--- src/hw/rtl/etl_pkg.sv ---
package etl_pkg;

    // lexing modes
    localparam logic [2:0] M_IDLE      = 3'd0;
    localparam logic [2:0] M_ZERO      = 3'd1;
    localparam logic [2:0] M_DEC       = 3'd2;
    localparam logic [2:0] M_BIN_EMPTY = 3'd3;
    localparam logic [2:0] M_BIN       = 3'd4;
    localparam logic [2:0] M_HEX_EMPTY = 3'd5;
    localparam logic [2:0] M_HEX       = 3'd6;
    localparam logic [2:0] M_OCT       = 3'd7;

    typedef logic [3:0] token_kind_t;
    typedef logic [2:0] error_code_t;

    localparam token_kind_t K_PLUS   = 4'd0;
    localparam token_kind_t K_MINUS  = 4'd1;
    localparam token_kind_t K_STAR   = 4'd2;
    localparam token_kind_t K_SLASH  = 4'd3;
    localparam token_kind_t K_LPAREN = 4'd4;
    localparam token_kind_t K_RPAREN = 4'd5;
    localparam token_kind_t K_DEC    = 4'd6;
    localparam token_kind_t K_BIN    = 4'd7;
    localparam token_kind_t K_HEX    = 4'd8;
    localparam token_kind_t K_OCT    = 4'd9;
    localparam token_kind_t K_EOF    = 4'd10;
    localparam token_kind_t K_ERR    = 4'd11;

    localparam error_code_t E_NONE       = 3'd0;
    localparam error_code_t E_UNEXPECTED = 3'd1;
    localparam error_code_t E_NO_BITS    = 3'd2;
    localparam error_code_t E_BAD_BIN    = 3'd3;
    localparam error_code_t E_NO_HEX     = 3'd4;
    localparam error_code_t E_BAD_OCT    = 3'd5;

    localparam logic [7:0] CH_TAB    = 8'd9;
    localparam logic [7:0] CH_NL     = 8'd10;
    localparam logic [7:0] CH_CR     = 8'd13;
    localparam logic [7:0] CH_SPACE  = 8'd32;
    localparam logic [7:0] CH_PLUS   = 8'h2b;
    localparam logic [7:0] CH_MINUS  = 8'h2d;
    localparam logic [7:0] CH_STAR   = 8'h2a;
    localparam logic [7:0] CH_SLASH  = 8'h2f;
    localparam logic [7:0] CH_LPAREN = 8'h28;
    localparam logic [7:0] CH_RPAREN = 8'h29;
    localparam logic [7:0] CH_0      = 8'h30;
    localparam logic [7:0] CH_1      = 8'h31;
    localparam logic [7:0] CH_7      = 8'h37;
    localparam logic [7:0] CH_9      = 8'h39;
    localparam logic [7:0] CH_LO_A   = 8'h61;
    localparam logic [7:0] CH_LO_B   = 8'h62;
    localparam logic [7:0] CH_LO_F   = 8'h66;
    localparam logic [7:0] CH_LO_X   = 8'h78;
    localparam logic [7:0] CH_UP_A   = 8'h41;
    localparam logic [7:0] CH_UP_F   = 8'h46;

    typedef struct packed {
        token_kind_t token_kind;
        error_code_t error_code;
        logic [15:0] start_index;
        logic [15:0] end_index;
        logic [15:0] start_line;
        logic [15:0] start_column;
        logic        last_of_run;
    } lex_result_t;

    function automatic logic is_digit(input logic [7:0] ch);
        return (ch >= CH_0) && (ch <= CH_9);
    endfunction

    function automatic logic is_hex(input logic [7:0] ch);
        return is_digit(ch) || ((ch >= CH_LO_A) && (ch <= CH_LO_F))
            || ((ch >= CH_UP_A) && (ch <= CH_UP_F));
    endfunction

    function automatic logic is_space(input logic [7:0] ch);
        return (ch == CH_SPACE) || ((ch >= CH_TAB) && (ch <= CH_CR));
    endfunction

endpackage

--- src/hw/rtl/etl_in_if.sv ---
interface etl_in_if;
    logic       valid;
    logic       ready;
    logic [7:0] char_byte;
    logic       end_of_source;

    modport source (output valid, output char_byte, output end_of_source, input ready);
    modport sink (input valid, input char_byte, input end_of_source, output ready);
endinterface

--- src/hw/rtl/etl_out_if.sv ---
interface etl_out_if;
    logic        valid;
    logic        ready;
    logic [3:0]  token_kind;
    logic [2:0]  error_code;
    logic [15:0] start_index;
    logic [15:0] end_index;
    logic [15:0] start_line;
    logic [15:0] start_column;
    logic        last_of_run;

    modport source (
        output valid, output token_kind, output error_code, output start_index,
        output end_index, output start_line, output start_column, output last_of_run,
        input ready
    );
    modport sink (
        input valid, input token_kind, input error_code, input start_index,
        input end_index, input start_line, input start_column, input last_of_run,
        output ready
    );
endinterface

--- src/hw/rtl/expression_token_lexer.sv ---
// channel  | modport           | request
// ---------+-------------------+------------------------------------------
// chars    | etl_in_if.sink    | one source byte or the end-of-source mark
// tokens   | etl_out_if.source | one token or error, last_of_run on the last
//
// a byte enters an input register, is lexed once the result register is free and its
// results land in a two-entry result register; one byte per cycle while the tokens
// channel is ready and each byte gives at most one result; a byte that closes a number
// and emits a second token holds the lexer until both of its results leave the single
// output port of the result register; reset returns to idle mode at index 0, line 1, column 1
// a stalled tokens channel holds the lexer and then the chars channel
module expression_token_lexer #(
    parameter int POSITION_BITS = 16
) (
    input logic        clk,
    input logic        rst_n,
    etl_in_if.sink     chars,
    etl_out_if.source  tokens
);
    import etl_pkg::*;

    localparam int P = POSITION_BITS;
    localparam logic [P-1:0] POS_ONE = {{(P-1){1'b0}}, 1'b1};

    logic         in_valid_reg;
    logic [7:0]   char_reg;
    logic         eos_reg;

    logic [2:0]   mode_reg, mode_next;
    logic         bad_reg, bad_next;
    logic [P-1:0] tsi_reg, tsi_next;
    logic [P-1:0] tsl_reg, tsl_next;
    logic [P-1:0] tsc_reg, tsc_next;
    logic [P-1:0] ci_reg, ci_next;
    logic [P-1:0] cl_reg, cl_next;
    logic [P-1:0] cc_reg, cc_next;

    logic         buf_free;
    logic         fire;
    logic         consumed;
    logic [2:0]   mode_c;
    logic         bad_c;
    logic         flush_valid;
    logic         second_valid;
    logic         is_op;
    token_kind_t  op_kind;
    token_kind_t  flush_kind;
    error_code_t  flush_err;
    logic [P-1:0] ci_adv, cl_adv, cc_adv;
    lex_result_t  flush_res;
    lex_result_t  second_res;
    lex_result_t  first_out;
    lex_result_t  second_out;

    function automatic logic [P-1:0] sat_inc(input logic [P-1:0] v);
        return (v == {P{1'b1}}) ? v : v + POS_ONE;
    endfunction

    function automatic logic [15:0] pos16(input logic [P-1:0] v);
        logic [P+15:0] w;
        w = {16'd0, v};
        return w[15:0];
    endfunction

    assign fire         = in_valid_reg && buf_free;
    assign chars.ready  = !in_valid_reg || fire;

    always_ff @(posedge clk or negedge rst_n)
    begin
        if (!rst_n)
        begin
            in_valid_reg <= 1'b0;
        end
        else if (chars.valid && chars.ready)
        begin
            in_valid_reg <= 1'b1;
        end
        else if (fire)
        begin
            in_valid_reg <= 1'b0;
        end
    end

    always_ff @(posedge clk)
    begin
        if (chars.valid && chars.ready)
        begin
            char_reg <= chars.char_byte;
            eos_reg  <= chars.end_of_source;
        end
    end

    // mode step for a byte that may extend the pending number
    always_comb
    begin
        consumed = 1'b0;
        mode_c   = mode_reg;
        bad_c    = bad_reg;
        unique case (mode_reg) inside
            M_ZERO:
            begin
                if (char_reg == CH_LO_B)
                begin
                    mode_c   = M_BIN_EMPTY;
                    consumed = 1'b1;
                end
                else if (char_reg == CH_LO_X)
                begin
                    mode_c   = M_HEX_EMPTY;
                    consumed = 1'b1;
                end
                else if (is_digit(char_reg))
                begin
                    mode_c   = M_OCT;
                    bad_c    = bad_reg || (char_reg > CH_7);
                    consumed = 1'b1;
                end
            end
            M_DEC:
            begin
                consumed = is_digit(char_reg);
            end
            M_BIN_EMPTY, M_BIN:
            begin
                if (is_digit(char_reg))
                begin
                    mode_c   = M_BIN;
                    bad_c    = bad_reg || (char_reg > CH_1);
                    consumed = 1'b1;
                end
            end
            M_HEX_EMPTY, M_HEX:
            begin
                if (is_hex(char_reg))
                begin
                    mode_c   = M_HEX;
                    consumed = 1'b1;
                end
            end
            M_OCT:
            begin
                if (is_digit(char_reg))
                begin
                    bad_c    = bad_reg || (char_reg > CH_7);
                    consumed = 1'b1;
                end
            end
            default:
            begin
                consumed = 1'b0;
            end
        endcase
    end

    always_comb
    begin
        flush_kind = K_OCT;
        flush_err  = E_NONE;
        unique case (mode_reg)
            M_ZERO:      flush_kind = K_OCT;
            M_DEC:       flush_kind = K_DEC;
            M_BIN_EMPTY:
            begin
                flush_kind = K_ERR;
                flush_err  = E_NO_BITS;
            end
            M_BIN:
            begin
                flush_kind = bad_reg ? K_ERR : K_BIN;
                flush_err  = bad_reg ? E_BAD_BIN : E_NONE;
            end
            M_HEX_EMPTY:
            begin
                flush_kind = K_ERR;
                flush_err  = E_NO_HEX;
            end
            M_HEX:       flush_kind = K_HEX;
            M_OCT:
            begin
                flush_kind = bad_reg ? K_ERR : K_OCT;
                flush_err  = bad_reg ? E_BAD_OCT : E_NONE;
            end
            default:     flush_kind = K_OCT;
        endcase
    end

    always_comb
    begin
        is_op   = 1'b1;
        op_kind = K_PLUS;
        case (char_reg)
            CH_PLUS:   op_kind = K_PLUS;
            CH_MINUS:  op_kind = K_MINUS;
            CH_STAR:   op_kind = K_STAR;
            CH_SLASH:  op_kind = K_SLASH;
            CH_LPAREN: op_kind = K_LPAREN;
            CH_RPAREN: op_kind = K_RPAREN;
            default:   is_op = 1'b0;
        endcase
    end

    assign ci_adv = sat_inc(ci_reg);
    assign cl_adv = (char_reg == CH_NL) ? sat_inc(cl_reg) : cl_reg;
    assign cc_adv = (char_reg == CH_NL) ? POS_ONE : sat_inc(cc_reg);

    always_comb
    begin
        flush_res.token_kind   = flush_kind;
        flush_res.error_code   = flush_err;
        flush_res.start_index  = pos16(tsi_reg);
        flush_res.end_index    = pos16(ci_reg);
        flush_res.start_line   = pos16(tsl_reg);
        flush_res.start_column = pos16(tsc_reg);
        flush_res.last_of_run  = 1'b0;

        second_res.start_index  = pos16(ci_reg);
        second_res.start_line   = pos16(cl_reg);
        second_res.start_column = pos16(cc_reg);
        second_res.last_of_run  = 1'b1;
        if (eos_reg)
        begin
            second_res.token_kind = K_EOF;
            second_res.error_code = E_NONE;
            second_res.end_index  = pos16(ci_reg);
        end
        else
        begin
            second_res.token_kind = is_op ? op_kind : K_ERR;
            second_res.error_code = is_op ? E_NONE : E_UNEXPECTED;
            second_res.end_index  = pos16(ci_adv);
        end
    end

    always_comb
    begin
        flush_valid  = (mode_reg != M_IDLE) && (eos_reg || !consumed);
        second_valid = eos_reg || (!consumed && !is_space(char_reg)
                       && (is_op || !is_digit(char_reg)));

        first_out             = flush_valid ? flush_res : second_res;
        first_out.last_of_run = !(flush_valid && second_valid);
        second_out            = second_res;
    end

    always_comb
    begin
        mode_next = mode_reg;
        bad_next  = bad_reg;
        tsi_next  = tsi_reg;
        tsl_next  = tsl_reg;
        tsc_next  = tsc_reg;
        ci_next   = ci_reg;
        cl_next   = cl_reg;
        cc_next   = cc_reg;
        if (eos_reg)
        begin
            mode_next = M_IDLE;
            bad_next  = 1'b0;
            tsi_next  = '0;
            tsl_next  = POS_ONE;
            tsc_next  = POS_ONE;
            ci_next   = '0;
            cl_next   = POS_ONE;
            cc_next   = POS_ONE;
        end
        else
        begin
            ci_next = ci_adv;
            cl_next = cl_adv;
            cc_next = cc_adv;
            if (consumed)
            begin
                mode_next = mode_c;
                bad_next  = bad_c;
            end
            else
            begin
                mode_next = M_IDLE;
                bad_next  = 1'b0;
                if (!is_space(char_reg))
                begin
                    tsi_next = ci_reg;
                    tsl_next = cl_reg;
                    tsc_next = cc_reg;
                    if (!is_op && (char_reg >= CH_1) && (char_reg <= CH_9))
                    begin
                        mode_next = M_DEC;
                    end
                    else if (!is_op && (char_reg == CH_0))
                    begin
                        mode_next = M_ZERO;
                    end
                end
            end
        end
    end

    always_ff @(posedge clk or negedge rst_n)
    begin
        if (!rst_n)
        begin
            mode_reg <= M_IDLE;
            bad_reg  <= 1'b0;
            tsi_reg  <= '0;
            tsl_reg  <= POS_ONE;
            tsc_reg  <= POS_ONE;
            ci_reg   <= '0;
            cl_reg   <= POS_ONE;
            cc_reg   <= POS_ONE;
        end
        else if (fire)
        begin
            mode_reg <= mode_next;
            bad_reg  <= bad_next;
            tsi_reg  <= tsi_next;
            tsl_reg  <= tsl_next;
            tsc_reg  <= tsc_next;
            ci_reg   <= ci_next;
            cl_reg   <= cl_next;
            cc_reg   <= cc_next;
        end
    end

    etl_res_buf u_res_buf (
        .clk        (clk),
        .rst_n      (rst_n),
        .load       (fire && (flush_valid || second_valid)),
        .load_two   (flush_valid && second_valid),
        .first_res  (first_out),
        .second_res (second_out),
        .free       (buf_free),
        .tokens     (tokens)
    );

endmodule

--- src/hw/rtl/etl_res_buf.sv ---
module etl_res_buf (
    input  logic                 clk,
    input  logic                 rst_n,
    input  logic                 load,
    input  logic                 load_two,
    input  etl_pkg::lex_result_t first_res,
    input  etl_pkg::lex_result_t second_res,
    output logic                 free,
    etl_out_if.source            tokens
);
    import etl_pkg::*;

    logic        valid_reg;
    logic        two_reg;
    logic        sel_reg;
    lex_result_t r0_reg;
    lex_result_t r1_reg;
    lex_result_t cur;
    logic        last_out;
    logic        take;

    assign cur      = sel_reg ? r1_reg : r0_reg;
    assign last_out = !two_reg || sel_reg;
    assign take     = valid_reg && tokens.ready;
    assign free     = !valid_reg || (take && last_out);

    assign tokens.valid        = valid_reg;
    assign tokens.token_kind   = cur.token_kind;
    assign tokens.error_code   = cur.error_code;
    assign tokens.start_index  = cur.start_index;
    assign tokens.end_index    = cur.end_index;
    assign tokens.start_line   = cur.start_line;
    assign tokens.start_column = cur.start_column;
    assign tokens.last_of_run  = cur.last_of_run;

    always_ff @(posedge clk or negedge rst_n)
    begin
        if (!rst_n)
        begin
            valid_reg <= 1'b0;
            two_reg   <= 1'b0;
            sel_reg   <= 1'b0;
        end
        else if (load)
        begin
            valid_reg <= 1'b1;
            two_reg   <= load_two;
            sel_reg   <= 1'b0;
        end
        else if (take)
        begin
            if (last_out)
            begin
                valid_reg <= 1'b0;
            end
            else
            begin
                sel_reg <= 1'b1;
            end
        end
    end

    always_ff @(posedge clk)
    begin
        if (load)
        begin
            r0_reg <= first_res;
            r1_reg <= second_res;
        end
    end

endmodule
--- src/flat_wrapper.sv ---
// flat-port wrapper written by rule: the top's interface ports become plain ports
module expression_token_lexer_flat import etl_pkg::*;
#(
    parameter int POSITION_BITS = 16
)
  (clk, rst_n, chars_valid, chars_char_byte, chars_end_of_source, chars_ready, tokens_valid, tokens_token_kind, tokens_error_code, tokens_start_index, tokens_end_index, tokens_start_line, tokens_start_column, tokens_last_of_run, tokens_ready);
  etl_in_if chars_i ();
  etl_out_if tokens_i ();
  input logic clk;
  input logic rst_n;
  input wire logic [$bits(chars_i.valid)-1:0] chars_valid;
  input wire logic [$bits(chars_i.char_byte)-1:0] chars_char_byte;
  input wire logic [$bits(chars_i.end_of_source)-1:0] chars_end_of_source;
  output wire logic [$bits(chars_i.ready)-1:0] chars_ready;
  output wire logic [$bits(tokens_i.valid)-1:0] tokens_valid;
  output wire logic [$bits(tokens_i.token_kind)-1:0] tokens_token_kind;
  output wire logic [$bits(tokens_i.error_code)-1:0] tokens_error_code;
  output wire logic [$bits(tokens_i.start_index)-1:0] tokens_start_index;
  output wire logic [$bits(tokens_i.end_index)-1:0] tokens_end_index;
  output wire logic [$bits(tokens_i.start_line)-1:0] tokens_start_line;
  output wire logic [$bits(tokens_i.start_column)-1:0] tokens_start_column;
  output wire logic [$bits(tokens_i.last_of_run)-1:0] tokens_last_of_run;
  input wire logic [$bits(tokens_i.ready)-1:0] tokens_ready;
  assign chars_i.valid = chars_valid;
  assign chars_i.char_byte = chars_char_byte;
  assign chars_i.end_of_source = chars_end_of_source;
  assign chars_ready = chars_i.ready;
  assign tokens_valid = tokens_i.valid;
  assign tokens_token_kind = tokens_i.token_kind;
  assign tokens_error_code = tokens_i.error_code;
  assign tokens_start_index = tokens_i.start_index;
  assign tokens_end_index = tokens_i.end_index;
  assign tokens_start_line = tokens_i.start_line;
  assign tokens_start_column = tokens_i.start_column;
  assign tokens_last_of_run = tokens_i.last_of_run;
  assign tokens_i.ready = tokens_ready;
  expression_token_lexer #(.POSITION_BITS(POSITION_BITS)) u_core (.clk(clk), .rst_n(rst_n), .chars(chars_i), .tokens(tokens_i));
endmodule
--- config.mk ---
export PLATFORM = sky130hd
export DESIGN_NAME = expression_token_lexer_flat
export DESIGN_NICKNAME = d
export VERILOG_FILES = /design/src/hw/rtl/etl_pkg.sv /design/src/hw/rtl/etl_in_if.sv /design/src/hw/rtl/etl_out_if.sv /design/src/hw/rtl/expression_token_lexer.sv /design/src/hw/rtl/etl_res_buf.sv /design/src/flat_wrapper.sv
export SDC_FILE = /design/constraint.sdc
export NUM_CORES = 1
export LEC_CHECK = 0
export ABC_AREA = 1
export BUFFER_PORTS_ARGS = -buffer_cell sky130_fd_sc_hd__buf_4
export CAP_MARGIN = 20
export CELL_PAD_IN_SITES_DETAIL_PLACEMENT = 1
export CELL_PAD_IN_SITES_GLOBAL_PLACEMENT = 1
export CORE_MARGIN = 4
export CORE_UTILIZATION = 52
export CTS_BUF_LIST = sky130_fd_sc_hd__clkbuf_4
export CTS_CLUSTER_SIZE = 14
export DETAILED_ROUTE_END_ITERATION = 8
export GPL_ROUTABILITY_DRIVEN = 0
export PLACE_DENSITY = 0.95
export SLEW_MARGIN = 20
export SYNTH_ARGS = -nofsm -noshare
export SYNTH_HDL_FRONTEND = slang
export SYNTH_SLANG_ARGS = --single-unit
--- constraint.sdc ---
create_clock -name clk -period 8.2 [get_ports clk]
set_clock_uncertainty 0.15 [all_clocks]
set_input_delay 0.41 -clock clk [delete_from_list [all_inputs] [get_ports clk]]
set_output_delay 0.41 -clock clk [all_outputs]
set_load 0.05 [all_outputs]
==> impl_results.md <==
* Final Cycle Share at 0.486
* Area Growth Syn to Fin at 15.3%
* Die X at 159 um
* Maximum vdd drop at 0.237 mV
* Peak Freq at 251 MHz
* Hold slack at 74.4 ps
* First-pass GRT wire length at 60600 um
* Final wirelength at 37200 um
* Synth cell types at 46
* Post-DP HPWL at 21000 um
* Status: finished clean
* Initial drt markers at 851
* Slowest cell delay on critical path at 710 ps
* Arrival time worst endpoint at 4130 ps
* Die extent in y at 159 um
* Worst rel slew slack at 0.325
* Initial core utilization at 0.527
* Sink Count at 254
* Commonest non-fill, non-tap cell in the layout: nand2_1
* Largest register FFs at 72
* Synth warn at 0
* Ratio of cells with drive above 1 in the final layout at 0.168
* Post-route DRC at 0
* Setup TNS at 0 ps
* CP Buf/Inv Count at 2
* Seq/Total Area, Yosys at 0.598
* Post-DR wirelength/cell at 20.8 um
* Post-layout util at 0.607
* #FFs+latches synth at 254
* Worst path top cell family by delay: simple AND/OR/NAND/NOR gates
* Drt first pass iters at 5
* Worst-margin pin slew at 1010 ps
* Multi-input logic area at 0.00408 mm2
* Final worst path period need at 3990 ps
* CTS root buf: clkbuf_4
* Clk pin slew, worst setup/hold paths at 80 ps
* Most frequent CP cell: nand2_1
* CP required at 8340 ps
* Die ar. at 0.0254 mm2
* Count of final setup violators at 0
* Clk_lat worst skew at 720 ps
* CTS tree: yes
* IO Port Bufs at 86
* Initial antenna violation count at 2
* Post-synthesis async set-or-reset flop share at 0.409
* Unrepaired setup endpoints after global routing: false
* Cts bufs inserted at 70
* Count of final max-slew check failures at 0
* Vias at 10400
* Postcts setup bufs at 0
* ANT nets after route at 0
* Pin count of the biggest net entering global routing at 94
* GR Overflow Total at 0
* Power density over the cells at 378 mW/mm2
* Placed Cells at 1648
* Fillcell total at 2639
* Global Route Usage Sum at 0.296
* Vias/cell at 5.80
* CP Cell Sequence: nand2_1, nor2_1, nand2_1, nand3_2, nand2_1, nand2_1, nand2_2, nand2_2, nand2_4, nand2_8, nand2_1, nand2_1, inv_4, buf_6
* Commonest non-fill, non-tap cells in the layout: nand2_1 (521), edfxtp_1 (150), o21ai_0 (142)
* Post-synth EDFFs at 150
* Final Power at 5.18 mW
* Leak Pwr at 5.94 nW
* IO Pins at 87
* Core footprint at 0.0226 mm2
* Ys flop type: edfxtp_1
* MaxCap Viol Count at 0
* Worst Setup Start Kind: flop
* H-tree levels at 3
* Bufs on Longest Clock Path at 3
* Mapped Nets at 1346
* Final Hold Fails at 0
* Cell area after synthesis at 0.0119 mm2
* HP Class: in2async
* Finished Layout Cells at 1788
* Vias in the first global route at 11300
* CP Capture Type: flop
* Crit-path slowest cell: buf_6
* Post-Synthesis Cells at 1330
* Mean Syn Cell Area at 8.94 um2
* Row count at 55
* Critical path type: reg2reg
* CP max FO at 93
* PostCTS Resize Cnt at 0
* Final net count at 1463
* Register area at 0.00711 mm2
-- what timing repair did --
| action | 4_1_cts | 5_1_grt |
|---|---|---|
| hold buffers | 12 | 0 |
| setup endpoints to repair | 0 | 0 |
| endpoints found under the hold margin | 43 | 0 |
-- final timing paths --
kind                                               start                              endpoint  depth (start not counted)  slack [ps]
setup / recovery            u_core.char_reg[0]$_DFFE_PP_  u_core.u_res_buf.r0_reg[7]$_DFFE_PP_                         14        4210
hold / removal                                     rst_n          u_core.ci_reg[3]$_DFFE_PN0P_                          2          70
setup reg to reg            u_core.char_reg[0]$_DFFE_PP_  u_core.u_res_buf.r0_reg[7]$_DFFE_PP_                         14        4210
hold reg to reg            u_core.tsc_reg[7]$_DFFE_PN0P_         u_core.tsc_reg[7]$_DFFE_PN0P_                          2         340
max in group asynchronous                          rst_n  u_core.u_res_buf.sel_reg$_DFFE_PN0P_                          3        6380
min in group clk                      chars_char_byte[3]          u_core.char_reg[3]$_DFFE_PP_                          2         290
-- per-stage QoR --
stage / instance area, um2 / setup slack (ps)
finish: 13700 / 4210
floorplan: 11900 / 3410
global route: 13700 / 3980
CTS: 13700 / 3980
detailed placement: 12700 / 4160
global placement: 12700 / 4410
-- where the power goes --
part / total (mW) / leakage [nW] / switching (mW) / internal, mW
registers: 1.91 / 2.89 / 0.152 / 1.76
clock network: 1.22 / 0.565 / 0.565 / 0.658
logic: 2.04 / 2.49 / 1.60 / 0.443
total: 5.18 / 5.94 / 2.32 / 2.86
-- layer usage --
layer  global-route usage  routed length [um]  up-vias
met1                0.352               14200     5129
met5                    0                  13        -
li1                     -                   -     4647
met3               0.0639                2560      117
met2                0.527               19100      474
met4                0.118                1310        2
-- cells in the mapped netlist (2+ instances only) --
| library cell | number | area, um2 |
|---|---|---|
| o21ai_1 | 18 | 90.1 |
| o21a_1 | 2 | 15.0 |
| nor2_1 | 62 | 233 |
| o211ai_1 | 4 | 30.0 |
| inv_2 | 9 | 33.8 |
| a21oi_1 | 22 | 110 |
| nand2_1 | 521 | 1960 |
| nand3_1 | 48 | 240 |
| dfrtp_1 | 100 | 2500 |
| inv_1 | 96 | 360 |
| dfstp_2 | 4 | 105 |
| a22oi_1 | 2 | 15.0 |
| buf_2 | 14 | 70.1 |
| nand2_2 | 5 | 31.3 |
| buf_6 | 6 | 67.6 |
| xor2_1 | 12 | 105 |
| edfxtp_1 | 150 | 4500 |
| ha_1 | 3 | 37.5 |
| clkbuf_1 | 37 | 139 |
| a31oi_1 | 2 | 12.5 |
| o21ai_0 | 142 | 711 |
| nor2_2 | 2 | 12.5 |
| o31ai_1 | 4 | 30.0 |
| nor3_1 | 19 | 95.1 |
| buf_1 | 2 | 7.51 |
| o21ai_2 | 12 | 105 |
| nand3_2 | 2 | 20.0 |
| nand4_1 | 12 | 75.1 |
-- cell families after synthesis --
logic type / count (synthesis) / share of synthesized area
and+or+nand+nor: 679 / 0.231
DFF: 254 / 0.598
AOI/OAI and AO/OA: 215 / 0.0992
adders and majority gates: 3 / 0.00316
buffers and inverters: 166 / 0.0588
xor gates and xnor gates: 13 / 0.00957
-- cell type report --
class | count | area share
repair buffers | 105 | 0.0600
well taps | 285 | 0.0260
inverters | 106 | 0.0294
clock buffers | 114 | 0.0624
flip-flops and latches | 254 | 0.519
diodes | 1 | 0.000183
multi-input cells | 910 | 0.298
clock inverters | 13 | 0.00548
-- worst reg2reg max path, stage by stage, from the launching register on --
cell,delay [ps]
edfxtp_1,480
nand2_1,180
nor2_1,60
nand2_1,80
nand3_2,110
nand2_1,140
nand2_1,120
nand2_2,130
nand2_2,90
nand2_4,110
nand2_8,230
nand2_1,180
nand2_1,140
inv_4,540
buf_6,730
Note: power is estimated with default switching activity, not from simulation.
